===== src/rtl/assert_macros.svh =====
// assert_macros.svh: assertion macros shared by the grant sizer RTL
// Depends on a clock named clk and an active-low reset named arst_n in scope.
`ifndef ASSERT_MACROS_SVH
`define ASSERT_MACROS_SVH

// check a property at every clock edge outside reset
`define PGS_ASSERT(label, prop, msg) \
	label: assert property (@(posedge clk) disable iff (!arst_n) (prop)) else $error(msg);

// check that a condition implies a consequence in the same cycle
`define PGS_ASSERT_IMP(label, cond, cons, msg) \
	`PGS_ASSERT(label, (cond) |-> (cons), msg)

`endif


===== src/rtl/pgs_pkg.sv =====
`timescale 1ns / 1ps
// pgs_pkg: word types, register codes and reset values of the grant sizer.
// Depends on nothing; imported by every grant sizer module but pgs_ram.
package pgs_pkg;

	localparam int BYTES_W   = 24;
	localparam int IDX_W     = 5;
	localparam int NQ_W      = 7;
	localparam int CFG_IDX_W = 4;

	typedef logic [BYTES_W-1:0]   bytes_t;
	typedef logic [CFG_IDX_W-1:0] cfg_idx_t;

	localparam cfg_idx_t CFG_MAX_WINDOW      = cfg_idx_t'(0);
	localparam cfg_idx_t CFG_HEAVY_THRESHOLD = cfg_idx_t'(1);
	localparam cfg_idx_t CFG_BOOST_ENABLE    = cfg_idx_t'(2);
	localparam cfg_idx_t CFG_BOOST_BYTES     = cfg_idx_t'(3);

	localparam bytes_t MAX_WINDOW_RST      = bytes_t'(15000);
	localparam bytes_t HEAVY_THRESHOLD_RST = bytes_t'(15000);
	localparam bytes_t BOOST_BYTES_RST     = bytes_t'(8000);

	typedef struct packed {
		logic [IDX_W-1:0] onu_index;
		bytes_t           request_bytes;
		bytes_t           down_buffered_bytes;
		bytes_t           down_granted_bytes;
		logic             onu_asleep;
	} report_t;

	typedef struct packed {
		bytes_t          up_grant;
		bytes_t          down_grant;
		bytes_t          larger_grant;
		logic            heavy;
		logic            down_larger;
		logic [NQ_W-1:0] next_quota;
	} grant_t;

	typedef struct packed {
		bytes_t max_window;
		bytes_t heavy_threshold;
		logic   boost_enable;
		bytes_t boost_bytes;
	} cfg_t;

	typedef struct packed {
		bytes_t up;
		bytes_t down;
		bytes_t larger;
		logic   heavy;
		logic   down_larger;
		bytes_t rest;
	} sized_t;

	typedef struct packed {
		logic             valid;
		logic             in_range;
		logic [IDX_W-1:0] idx;
	} tag_t;

endpackage


===== src/rtl/pon_onu_grant_sizer.sv =====
// Throughput: one report per cycle while grant_ready keeps the output stage moving; a
// report for a terminal whose earlier report is still in the pipeline waits until that
// report has written its quota back to the quota RAM (read in stage 1, written on entry
// to the output stage).
// Reset sets the config registers to their defaults and clears the quota valid bits and
// the pipeline valid bits; quota entries not yet written read as zero, with no clearing pass.
`timescale 1ns / 1ps
`include "assert_macros.svh"
module pon_onu_grant_sizer
	import pgs_pkg::*;
#(
	parameter int TERMINALS   = 32,
	parameter int QUOTA_STEPS = 100
) (
	input  logic     clk,
	input  logic     arst_n,
	input  logic     report_valid,
	output logic     report_ready,
	input  report_t  report,
	output logic     grant_valid,
	input  logic     grant_ready,
	output grant_t   grant,
	input  logic     cfg_valid,
	output logic     cfg_ready,
	input  cfg_idx_t cfg_index,
	input  bytes_t   cfg_data
);

	localparam int QW  = $clog2(QUOTA_STEPS + 1);
	localparam int AW  = (TERMINALS > 1) ? $clog2(TERMINALS) : 1;
	localparam int LAT = 8 + QW;

	cfg_t cfg_q;

	assign cfg_ready = 1'b1;

	always_ff @(posedge clk or negedge arst_n) begin
		if (!arst_n) begin
			cfg_q.max_window      <= MAX_WINDOW_RST;
			cfg_q.heavy_threshold <= HEAVY_THRESHOLD_RST;
			cfg_q.boost_enable    <= 1'b0;
			cfg_q.boost_bytes     <= BOOST_BYTES_RST;
		end else if (cfg_valid) begin
			case (cfg_index)
				CFG_MAX_WINDOW:      cfg_q.max_window      <= cfg_data;
				CFG_HEAVY_THRESHOLD: cfg_q.heavy_threshold <= cfg_data;
				CFG_BOOST_ENABLE:    cfg_q.boost_enable    <= cfg_data[0];
				CFG_BOOST_BYTES:     cfg_q.boost_bytes     <= cfg_data;
				default: ;
			endcase
		end
	end

	tag_t tag_q [1:LAT];
	logic en;
	logic hazard;
	logic accept;
	logic in_range;

	always_comb begin
		hazard = 1'b0;
		for (int t = 1; t < LAT; t++) begin
			hazard = hazard || (tag_q[t].valid && tag_q[t].in_range &&
				(tag_q[t].idx == report.onu_index));
		end
	end

	assign en           = !tag_q[LAT].valid || grant_ready;
	assign report_ready = en && !hazard;
	assign accept       = report_valid && report_ready;
	assign in_range     = int'(report.onu_index) < TERMINALS;

	always_ff @(posedge clk or negedge arst_n) begin
		if (!arst_n) begin
			for (int t = 1; t <= LAT; t++) begin
				tag_q[t] <= '0;
			end
		end else if (en) begin
			tag_q[1] <= '{valid: accept, in_range: in_range, idx: report.onu_index};
			for (int t = 2; t <= LAT; t++) begin
				tag_q[t] <= tag_q[t-1];
			end
		end
	end

	report_t report_s1;

	always_ff @(posedge clk) begin
		if (en) begin
			report_s1 <= report;
		end
	end

	logic [AW+IDX_W-1:0] rd_addr_w, addr_s1_w, wr_addr_w;
	logic [AW-1:0]       rd_addr, addr_s1, wr_addr;
	logic [QW-1:0]       rd_data, quota_s1, wr_data;
	logic                wr_en;
	logic [TERMINALS-1:0] qvalid_q;

	assign rd_addr_w = (AW+IDX_W)'(report.onu_index);
	assign addr_s1_w = (AW+IDX_W)'(tag_q[1].idx);
	assign wr_addr_w = (AW+IDX_W)'(tag_q[LAT-1].idx);
	assign rd_addr   = rd_addr_w[AW-1:0];
	assign addr_s1   = addr_s1_w[AW-1:0];
	assign wr_addr   = wr_addr_w[AW-1:0];
	assign wr_en     = en && tag_q[LAT-1].valid && tag_q[LAT-1].in_range;
	assign quota_s1  = (tag_q[1].in_range && qvalid_q[addr_s1]) ? rd_data : '0;

	pgs_ram #(
		.WIDTH(QW),
		.DEPTH(TERMINALS)
	) u_quota_ram (
		.clk    (clk),
		.wr_en  (wr_en),
		.wr_addr(wr_addr),
		.wr_data(wr_data),
		.rd_en  (en),
		.rd_addr(rd_addr),
		.rd_data(rd_data)
	);

	always_ff @(posedge clk or negedge arst_n) begin
		if (!arst_n) begin
			qvalid_q <= '0;
		end else if (wr_en) begin
			qvalid_q[wr_addr] <= 1'b1;
		end
	end

	sized_t sized_s6;
	sized_t sized_last;

	pgs_grant #(
		.QUOTA_STEPS(QUOTA_STEPS)
	) u_grant (
		.clk      (clk),
		.en       (en),
		.report_s1(report_s1),
		.quota_s1 (quota_s1),
		.cfg      (cfg_q),
		.sized_s6 (sized_s6)
	);

	pgs_quota #(
		.QUOTA_STEPS(QUOTA_STEPS)
	) u_quota (
		.clk       (clk),
		.en        (en),
		.sized_s6  (sized_s6),
		.max_window(cfg_q.max_window),
		.sized_out (sized_last),
		.next_quota(wr_data)
	);

	grant_t grant_q;

	always_ff @(posedge clk) begin
		if (en) begin
			grant_q.up_grant     <= sized_last.up;
			grant_q.down_grant   <= sized_last.down;
			grant_q.larger_grant <= sized_last.larger;
			grant_q.heavy        <= sized_last.heavy;
			grant_q.down_larger  <= sized_last.down_larger;
			grant_q.next_quota   <= NQ_W'(wr_data);
		end
	end

	assign grant       = grant_q;
	assign grant_valid = tag_q[LAT].valid;

	`PGS_ASSERT_IMP(a_quota_bound, wr_en, wr_data <= QW'(QUOTA_STEPS), "quota above full window")
	`PGS_ASSERT_IMP(a_up_bound, grant_valid, grant.up_grant <= cfg_q.max_window, "upstream grant above window")
	`PGS_ASSERT_IMP(a_light_quota, grant_valid && !grant.heavy, grant.next_quota == '0, "light word with quota")

endmodule


===== src/rtl/pgs_ram.sv =====
`timescale 1ns / 1ps
// pgs_ram: generic single write port RAM with a registered read port.
// Depends on nothing.
module pgs_ram #(
	parameter int WIDTH = 8,
	parameter int DEPTH = 32,
	localparam int AW = (DEPTH > 1) ? $clog2(DEPTH) : 1
) (
	input  logic             clk,
	input  logic             wr_en,
	input  logic [AW-1:0]    wr_addr,
	input  logic [WIDTH-1:0] wr_data,
	input  logic             rd_en,
	input  logic [AW-1:0]    rd_addr,
	output logic [WIDTH-1:0] rd_data
);

	logic [WIDTH-1:0] mem [0:DEPTH-1];

	always_ff @(posedge clk) begin
		if (wr_en) begin
			mem[wr_addr] <= wr_data;
		end
		if (rd_en) begin
			rd_data <= mem[rd_addr];
		end
	end

endmodule


===== src/rtl/pgs_grant.sv =====
`timescale 1ns / 1ps
// pgs_grant: stages 2 to 6, upstream and downstream grant sizing and heavy class.
// Depends on pgs_pkg.
module pgs_grant
	import pgs_pkg::*;
#(
	parameter int QUOTA_STEPS = 100,
	localparam int QW = $clog2(QUOTA_STEPS + 1)
) (
	input  logic          clk,
	input  logic          en,
	input  report_t       report_s1,
	input  logic [QW-1:0] quota_s1,
	input  cfg_t          cfg,
	output sized_t        sized_s6
);

	localparam int PW = BYTES_W + QW;
	localparam int K  = PW;
	localparam int MW = K - $clog2(QUOTA_STEPS) + 1;
	localparam int HW = (PW + 1) / 2;
	localparam int LW = PW - HW;
	localparam logic [MW-1:0] RECIP   = MW'((64'd1 << K) / QUOTA_STEPS);
	localparam logic [PW-1:0] STEPS_P = PW'(QUOTA_STEPS);

	// stage 1 to 2: quota times window, zero quota grant
	logic [BYTES_W:0] boost_sum;
	bytes_t           small_up;
	logic [PW-1:0]    prod;

	always_comb begin
		boost_sum = {1'b0, report_s1.request_bytes} + {1'b0, cfg.boost_bytes};
		if (report_s1.request_bytes >= cfg.max_window) begin
			small_up = cfg.max_window;
		end else if (cfg.boost_enable) begin
			small_up = (boost_sum < {1'b0, cfg.max_window}) ?
				boost_sum[BYTES_W-1:0] : cfg.max_window;
		end else begin
			small_up = report_s1.request_bytes;
		end
		prod = PW'(quota_s1) * PW'(cfg.max_window);
	end

	report_t       report_s2, report_s3, report_s4, report_s5;
	logic [PW-1:0] prod_s2, prod_s3, prod_s4;
	bytes_t        small_s2, small_s3, small_s4, small_s5;
	logic          sat_s2, sat_s3, sat_s4, sat_s5;
	logic          frac_s2, frac_s3, frac_s4, frac_s5;
	logic [HW+MW-1:0] pp_lo_s3;
	logic [LW+MW-1:0] pp_hi_s3;
	bytes_t        est_s4;
	bytes_t        frac_up_s5;

	always_ff @(posedge clk) begin
		if (en) begin
			report_s2 <= report_s1;
			prod_s2   <= prod;
			small_s2  <= small_up;
			sat_s2    <= quota_s1 >= QW'(QUOTA_STEPS);
			frac_s2   <= quota_s1 != '0;
		end
	end

	// stage 2 to 3: reciprocal product in two halves
	always_ff @(posedge clk) begin
		if (en) begin
			report_s3 <= report_s2;
			prod_s3   <= prod_s2;
			small_s3  <= small_s2;
			sat_s3    <= sat_s2;
			frac_s3   <= frac_s2;
			pp_lo_s3  <= (HW+MW)'(prod_s2[HW-1:0]) * (HW+MW)'(RECIP);
			pp_hi_s3  <= (LW+MW)'(prod_s2[PW-1:HW]) * (LW+MW)'(RECIP);
		end
	end

	// stage 3 to 4: join halves, keep the quotient estimate
	logic [PW+MW-1:0] recip_full;

	always_comb begin
		recip_full = ((PW+MW)'(pp_hi_s3) << HW) + (PW+MW)'(pp_lo_s3);
	end

	always_ff @(posedge clk) begin
		if (en) begin
			report_s4 <= report_s3;
			prod_s4   <= prod_s3;
			small_s4  <= small_s3;
			sat_s4    <= sat_s3;
			frac_s4   <= frac_s3;
			est_s4    <= recip_full[K +: BYTES_W];
		end
	end

	// stage 4 to 5: estimate may be one short, correct it
	logic [PW-1:0] est_rem;

	always_comb begin
		est_rem = prod_s4 - PW'(est_s4) * STEPS_P;
	end

	always_ff @(posedge clk) begin
		if (en) begin
			report_s5  <= report_s4;
			small_s5   <= small_s4;
			sat_s5     <= sat_s4;
			frac_s5    <= frac_s4;
			frac_up_s5 <= est_s4 + BYTES_W'(est_rem >= STEPS_P);
		end
	end

	// stage 5 to 6: final grants, leftover and class
	sized_t sized;
	bytes_t backlog;
	bytes_t rel;

	always_comb begin
		if (sat_s5) begin
			sized.up = cfg.max_window;
		end else if (frac_s5) begin
			sized.up = frac_up_s5;
		end else begin
			sized.up = small_s5;
		end
		sized.down = report_s5.onu_asleep ? '0 : report_s5.down_granted_bytes;
		sized.larger = (sized.up > sized.down) ? sized.up : sized.down;
		sized.down_larger = report_s5.down_buffered_bytes > report_s5.request_bytes;
		if (sized.down_larger) begin
			rel = sized.down;
			backlog = report_s5.down_buffered_bytes;
			sized.rest = (report_s5.down_buffered_bytes > sized.down) ?
				report_s5.down_buffered_bytes - sized.down : '0;
		end else begin
			rel = sized.up;
			backlog = report_s5.request_bytes;
			sized.rest = (report_s5.request_bytes > sized.up) ?
				report_s5.request_bytes - sized.up : '0;
		end
		sized.heavy = (backlog >= cfg.heavy_threshold) && (rel != '0);
	end

	always_ff @(posedge clk) begin
		if (en) begin
			sized_s6 <= sized;
		end
	end

endmodule


===== src/rtl/pgs_quota.sv =====
`timescale 1ns / 1ps
// pgs_quota: stage 7 and the restoring divider stages for the next quota.
// Depends on pgs_pkg.
module pgs_quota
	import pgs_pkg::*;
#(
	parameter int QUOTA_STEPS = 100,
	localparam int QW = $clog2(QUOTA_STEPS + 1)
) (
	input  logic          clk,
	input  logic          en,
	input  sized_t        sized_s6,
	input  bytes_t        max_window,
	output sized_t        sized_out,
	output logic [QW-1:0] next_quota
);

	localparam int NW = BYTES_W + QW;

	logic [NW-1:0] rem_sd   [0:QW];
	logic [QW-1:0] quo_sd   [0:QW];
	sized_t        sized_sd [0:QW];
	logic          sat_sd   [0:QW];
	logic          zero_sd  [0:QW];

	// stage 6 to 7: scale leftover, flag saturation and the zero result
	always_ff @(posedge clk) begin
		if (en) begin
			rem_sd[0]   <= NW'(sized_s6.rest) * NW'(QUOTA_STEPS);
			quo_sd[0]   <= '0;
			sized_sd[0] <= sized_s6;
			sat_sd[0]   <= (sized_s6.rest >= max_window) && (sized_s6.rest != '0);
			zero_sd[0]  <= !sized_s6.heavy || (sized_s6.rest == '0);
		end
	end

	// one quotient bit per stage, most significant first
	for (genvar j = 0; j < QW; j++) begin : g_step
		localparam int B = QW - 1 - j;
		logic [NW-1:0] dvs;
		logic          take;

		always_comb begin
			dvs  = NW'(max_window) << B;
			take = rem_sd[j] >= dvs;
		end

		always_ff @(posedge clk) begin
			if (en) begin
				rem_sd[j+1]   <= take ? rem_sd[j] - dvs : rem_sd[j];
				quo_sd[j+1]   <= quo_sd[j] | (QW'(take) << B);
				sized_sd[j+1] <= sized_sd[j];
				sat_sd[j+1]   <= sat_sd[j];
				zero_sd[j+1]  <= zero_sd[j];
			end
		end
	end

	always_comb begin
		sized_out = sized_sd[QW];
		if (zero_sd[QW]) begin
			next_quota = '0;
		end else if (sat_sd[QW]) begin
			next_quota = QW'(QUOTA_STEPS);
		end else begin
			next_quota = quo_sd[QW];
		end
	end

endmodule

===== config.mk =====
export PLATFORM = sky130hd
export DESIGN_NAME = pon_onu_grant_sizer
export DESIGN_NICKNAME = d
export VERILOG_FILES = /design/src/rtl/pgs_pkg.sv /design/src/rtl/pon_onu_grant_sizer.sv /design/src/rtl/pgs_ram.sv /design/src/rtl/pgs_grant.sv /design/src/rtl/pgs_quota.sv
export VERILOG_INCLUDE_DIRS = /design/src /design/src/rtl
export SDC_FILE = /design/constraint.sdc
export NUM_CORES = 2
export LEC_CHECK = 0
export ABC_AREA = 1
export BUFFER_PORTS_ARGS = -buffer_cell sky130_fd_sc_hd__buf_2
export CAP_MARGIN = 20
export CORE_MARGIN = 2
export CORE_UTILIZATION = 64
export DETAILED_ROUTE_END_ITERATION = 6
export GPL_ROUTABILITY_DRIVEN = 0
export PLACE_DENSITY_LB_ADDON = 0.2
export SLEW_MARGIN = 15
export SYNTH_ARGS = -nofsm -noshare
export SYNTH_HDL_FRONTEND = slang
export SYNTH_SLANG_ARGS = --single-unit

===== constraint.sdc =====
create_clock -name clk -period 66.4 [get_ports clk]
set_input_delay 19.92 -clock clk [delete_from_list [all_inputs] [get_ports clk]]
set_output_delay 19.92 -clock clk [all_outputs]
set_load 0.01 [all_outputs]

; Yosys cells after proc, flatten, opt, wreduce, memory -nomap -nowiden
; Memories as Yosys holds them, arrays and structs flattened. A register that Yosys moved wholly into a read port is not among the register bits.
; Cells that the tools add are included.
[word_totals]
out_inout_bits = 84
wordCells = 256
regBits = 995
input_bits = 111
ramBits = 1328
memories = 6
[op_classes]
mux = 30
n_reduce_logical = 63
multipliers = 5
order_cmp = 20
n_eq_ne = 17
n_addsub = 13
bitwise = 8
[memory_table]
columns = name, words, word_bits, rd, rd_ports_with_merged_regs, wr, line_no
row1 = u_quota.sized_sd, 8, 98, 8, 1, 8, pgs_quota.sv:22  ; sized_t sized_sd [0:QW];
row2 = u_quota.rem_sd, 8, 31, 7, 0, 8, pgs_quota.sv:20  ; logic [NW-1:0] rem_sd [0:QW];
row3 = u_quota_ram.mem, 32, 7, 1, 1, 1, pgs_ram.sv:18  ; logic [WIDTH-1:0] mem [0:DEPTH-1];
row4 = u_quota.quo_sd, 8, 7, 8, 0, 8, pgs_quota.sv:21  ; logic [QW-1:0] quo_sd [0:QW];
row5 = u_quota.sat_sd, 8, 1, 8, 0, 8, pgs_quota.sv:23  ; logic sat_sd [0:QW];
row6 = u_quota.zero_sd, 8, 1, 8, 0, 8, pgs_quota.sv:24  ; logic zero_sd [0:QW];
[op_table]
columns = op, n
row1 = 2-to-1 mux 24 bit, 12
row2 = 2-to-1 mux 31 bit, 7
row3 = > comparator 24 bit, 4
row4 = >= comparator 24 bit, 3
row5 = equality test 5 bit, 14
row6 = multiplier 24 x 5 -> 29 bit (second input constant), 2
row7 = adder 55 x 41 -> 55 bit, 1
row8 = nonzero test 24 bit, 2
row9 = subtractor 24 bit, 2
row10 = multiplier 16 x 23 -> 39 bit (second input constant), 1
row11 = multiplier 15 x 23 -> 37 bit (second input constant), 1
row12 = logical AND 1 bit, 36
row13 = bitwise OR 32 bit, 1
row14 = >= comparator 31 x 24 -> 1 bit, 1
row15 = >= comparator 31 x 25 -> 1 bit, 1
row16 = >= comparator 31 x 26 -> 1 bit, 1
row17 = >= comparator 31 x 27 -> 1 bit, 1
row18 = >= comparator 31 x 28 -> 1 bit, 1
row19 = >= comparator 31 x 29 -> 1 bit, 1
row20 = >= comparator 31 x 30 -> 1 bit, 1
row21 = >= comparator 31 x 7 -> 1 bit (second input constant), 1
row22 = multiplier 7 x 24 -> 31 bit, 1
row23 = subtractor 31 x 24 -> 31 bit, 1
row24 = subtractor 31 x 25 -> 31 bit, 1
row25 = 31 further kinds, 59

; Longest topological paths before layout
[depth]
ltp_word = 18
mapped_depth = 41
depth_no_buf = 41

; By module
; Synthesis repeated with hierarchy kept, for this count alone.
[hier_totals]
cells_unflattened = 12023
hier_area_um2 = 125337.7
[modules_own_cells]
columns = module, seq_area_each_um2, area_each_um2, cells_per_inst, instances
row1 = pgs_grant, 20810.0, 52444.0, 5230, 1
row2 = pgs_quota, 30629.4, 49503.7, 4693, 1
row3 = pon_onu_grant_sizer, 9904.5, 13903.3, 1287, 1
row4 = pgs_ram, 6936.7, 9486.6, 813, 1

; Least setup slack after synthesis
; OpenSTA, ideal clock, no wires.
[synth_path]
path_kind = input to register
from = in grant_ready
to = reg grant_q (netlist bit grant[0]) (enable)
arrival_time_ps = 65946
slack_ps = -2264
path_buffers = 2
t_required_ps = 63682
setup_time_ps = 2718
stages = 4
path_cell_list = nor2_1 clkbuf_1 clkinv_1 clkbuf_1
[synth_via]
elab_chain_len = 1
[synth_lines]
columns = item, line_no
row1 = start: declaration, pon_onu_grant_sizer.sv:21  ; input logic grant_ready,
row2 = logical OR 1 bit, pon_onu_grant_sizer.sv:68  ; assign en = !tag_q[LAT].valid || grant_ready;
row3 = named net en, pon_onu_grant_sizer.sv:55  ; logic en;
row4 = end: declaration, pon_onu_grant_sizer.sv:155  ; grant_t grant_q;
; The timed path passes the listed nets, and every way through them passes these cells.
; A chain may end at the register's enable or synchronous reset.

; Final worst setup path
[layout_path]
from = in report[73] in the netlist's numbering
to = out report_ready
[layout_via]
elab_chain_len = 17
word_cells_on_any_way = 43
cone_classes = eq/ne (14) / reduce/logical (29)
[layout_lines]
columns = item, line_no
row1 = start: declaration, pon_onu_grant_sizer.sv:19  ; input report_t report,
row2 = equality test 5 bit, pon_onu_grant_sizer.sv:64  ; (tag_q[t].idx == report.onu_index));
row3 = logical AND 1 bit, pon_onu_grant_sizer.sv:63  ; hazard = hazard || (tag_q[t].valid && tag_q[t].in_range &&
row4 = logical OR 1 bit (12 in series), pon_onu_grant_sizer.sv:63
row5 = logical OR 1 bit (*), pon_onu_grant_sizer.sv:63
row6 = logical NOT 1 bit (*), pon_onu_grant_sizer.sv:69  ; assign report_ready = en && !hazard;
row7 = logical AND 1 bit (*), pon_onu_grant_sizer.sv:69
row8 = end: declaration, pon_onu_grant_sizer.sv:18  ; output logic report_ready,
; Every way passes the cells marked *; elsewhere a longest branch is shown, timed or not.

==> summary.md <==
| Metric | Value |
|---|---|
| Initial antenna violation count | `23` |
| Largest net degree at the start of global routing | `203` |
| Final Cell Area | `124,300 um^2` |
| Ports | `195` |
| Crit path kind | `in2out` |
| Smallest hold slack | `0.3911 ns` |
| Placeable Area | `176,500 um^2` |
| CP Cell Sequence | `buf_2 > buf_4 > clkinv_2 > buf_4 > o22ai_1 > a211oi_1 > nand3_1 > nand2_1 > nor2_1 > nand4_1 > nor2_1 > buf_2` |
| Net count after synthesis | `11.62k` |
| Die Area | `181,400 um^2` |
| Cell Rows | `154` |
| Crit end category | `primary output` |
| Share of layout cells above drive strength 1 | `0.06576` |
| Total routed wirelength | `293.1 mm` |
| Final setup TNS | `0 ns` |
| HP Class | `reg2reg` |
| Synthesized instance count | `10.21k` |
| Yosys warnings | `0` |
| Final nets | `11.88k` |
| Worst-case clock buffer depth | `3` |
| #FFs+latches synth | `2,122` |
| Register area share after synthesis | `0.5507` |
| Vias per inst | `6.070` |
| Chip height | `425.9 um` |
| Syn Area/Cell | `11.16 um^2` |
| Ys flop type | `edfxtp_1` |
| Failing checks | `design-rule violations` |
| Global route total overflow | `0` |
| Worst path slowest cell | `clkinv_2` |
| Status | `complete, but fails checks` |
| Worst Setup Start Kind | `input port` |
| Slew Viols, Final | `0` |
| IO Port Bufs | `193` |
| Postcts setup bufs | `0` |
| Crit path arrival time | `23.23 ns` |
| Initial DRT Pass Iterations | `7` |
| RSZ-0062 raised after global routing | `false` |
| Via count of the first global-routing pass | `78.29k` |
| Peak Freq | `23.17 MHz` |
| Skew-Pair Late Insertion Delay | `0.87 ns` |
| CTS resizes | `0` |
| EDFF count, synth | `1,918` |
| Post-route ant nets | `0` |
| Via count | `78.86k` |
| Final Skew | `0.05332 ns` |
| Post-DP Area | `117,400 um^2` |
| First-pass GRT wire length | `445.4 mm` |
| Fin crit period | `43.15 ns` |
| Fin crit share | `0.6499` |
| CTS clk-pin slew, worst paths | `0.06 ns` |
| Num CTS Buffers | `201` |
| Die X | `425.9 um` |
| # DRC | `1` |
| Root buf cell | `clkbuf_16` |
| Initial Util | `0.6454` |
| DR iter-0 viols | `8,854` |
| Worst slew pin tran | `1.336 ns` |
| Fin util | `0.7042` |
| Layout fillers | `12.26k` |
| Ys async rst share | `0.09614` |
| Netlist Area Pre-Place | `113,900 um^2` |
| Hold Fails Final Rpt | `0` |
| Slew HR | `0.09978` |
| Netlist cell types | `75` |
| Hpwl dp | `208.5 mm` |
| Max incr delay on CP | `0.75 ns` |
| CTS tree | `yes` |
| Htree depth | `4` |
| GR Util All Layers | `0.3238` |
| Sink Count | `2,122` |
| Area Overhead vs Synth | `9.120%` |
| Maximum fanout along the worst path | `82` |
| Max Cap Viol | `0` |
| Number of buffers inserted by hold repair at cts | `0` |
| CP required | `46.48 ns` |
| Final count of negative-setup-slack endpoints | `0` |
| Post-DR wirelength/cell | `22.56 um` |
[cells in the final DEF (no fill, tap or decap), types with 38 or more instances in the layout]
| cell | netlist | routed |
|---|---|---|
| edfxtp_1 | 1918 | 1918 |
| nand2_1 | 1853 | 1853 |
| inv_1 | 1262 | 1261 |
| ha_1 | 935 | 935 |
| o21ai_0 | 730 | 730 |
| nor2_1 | 693 | 685 |
| a21oi_1 | 542 | 542 |
| fa_1 | 365 | 365 |
| nand3_1 | 296 | 296 |
| xor2_1 | 213 | 213 |
| clkbuf_16 | 0 | 204 |
| buf_2 | 29 | 191 |
| dfrtp_1 | 184 | 184 |
| xnor2_1 | 160 | 160 |
| nor3_1 | 106 | 106 |
| nand4_1 | 102 | 102 |
| buf_4 | 10 | 58 |
| o221ai_1 | 56 | 56 |
| a21o_1 | 55 | 55 |
| or2_2 | 55 | 55 |
| a31oi_1 | 51 | 51 |
| o22ai_1 | 45 | 45 |
| o211ai_1 | 44 | 44 |
| clkbuf_1 | 122 | 43 |
| clkinv_1 | 3 | 39 |
| o21ai_1 | 38 | 38 |
| o21bai_1 | 38 | 38 |
[cell type report]
type / count / area (um^2) / area share
sequential: 2122 / 62730 / 0.5046
multi-input combinational: 6611 / 45410 / 0.3653
clock buffer: 256 / 5384 / 0.04332
inverter: 1279 / 4820 / 0.03878
tap: 2340 / 2928 / 0.02356
timing repair buffer: 258 / 1583 / 0.01273
clock inverter: 118 / 1426 / 0.01148
antenna: 8 / 20.02 / 0.0001611
[registers in the layout, indices dropped and copies added (netlist names), 35 cells and up]
signal / flops
u_grant.report_s2: 73
u_quota_ram.mem: 224
report_s1: 73
u_grant.sized_s6: 98
u_grant.report_s3: 73
cfg_q: 73
u_quota.sized_sd: 604
u_grant.pp_hi_s3: 35
u_quota.rem_sd: 192
u_grant.report_s5: 73
tag_q: 88
u_grant.report_s4: 73
grant: 81
[synthesized netlist by cell type, types with 28 or more instances]
library cell	n	area, um^2
a21o_1	55	412.9
a21oi_1	542	2713
a31oi_1	51	319.1
buf_2	29	145.1
buf_6	28	315.3
clkbuf_1	122	457.9
dfrtp_1	184	4604
edfxtp_1	1918	57600
fa_1	365	7307
ha_1	935	11700
inv_1	1262	4737
nand2_1	1853	6955
nand3_1	296	1481
nand4_1	102	638.1
nor2_1	693	2601
nor3_1	106	530.5
nor4_1	35	219.0
o211ai_1	44	330.3
o21ai_0	730	3654
o21ai_1	38	190.2
o21bai_1	38	285.3
o221ai_1	56	490.5
o22ai_1	45	281.5
or2_2	55	344.1
xnor2_1	160	1401
xor2_1	213	1866
[metal layers]
layer  GRT usage  part of all wire  vias to the layer above
li1            -                 -                    35790
met1      0.4114              0.37                    37750
met2      0.5259              0.47                     4295
met3     0.06759             0.094                     1018
met4      0.1715             0.060                        4
met5           0          0.000096                        -
[metrics by stage]
step / worst slack, ns / cells
global route: 23.11 / 12990
finish: 23.25 / 12990
global placement: 23.23 / 12610
floorplan: 23.50 / 10210
CTS: 23.09 / 12980
detailed placement: 23.16 / 12610
[worst max-delay path: cells and delay by family]
family | cells | cell delay [ns]
buf+inv | 5 | 2.10
simple gates | 5 | 0.71
compound gates | 2 | 0.39
[logic make-up (layout without fill, tap and decap cells)]
| kind of cell | after synthesis | in the layout | share of synthesized area |
|---|---|---|---|
| flip-flops | 2122 | 2122 | 0.5507 |
| other | 1 | 9 | 0.00003292 |
| AND/OR/NAND/NOR | 3203 | 3203 | 0.1164 |
| adder cells (fa/ha/maj) | 1300 | 1300 | 0.1669 |
| buffers and inverters | 1475 | 1911 | 0.05120 |
| XOR/XNOR | 373 | 373 | 0.02868 |
| AO/OA/AOI/OAI | 1734 | 1734 | 0.08617 |
[final timing paths]
| check | startpoint | endpoint | slack, ns | cells past startpoint |
|---|---|---|---|---|
| setup / recovery | report[73] | report_ready | 23.25 | 12 |
| hold / removal | u_grant.report_s2[67] | u_grant.report_s3[67] | 0.39 | 0 |
| setup reg to reg | u_grant.est_s4[3] | u_grant.frac_up_s5[23] | 58.75 | 38 |
| hold reg to reg | u_grant.report_s2[67] | u_grant.report_s3[67] | 0.39 | 0 |
| max in group asynchronous | arst_n | cfg_q[53] | 45.33 | 4 |
| min in group asynchronous | arst_n | tag_q[33] | 19.12 | 1 |
Power is not shown: default switching activity piles up to over one toggle a cycle in this logic, so the estimate is an artifact.
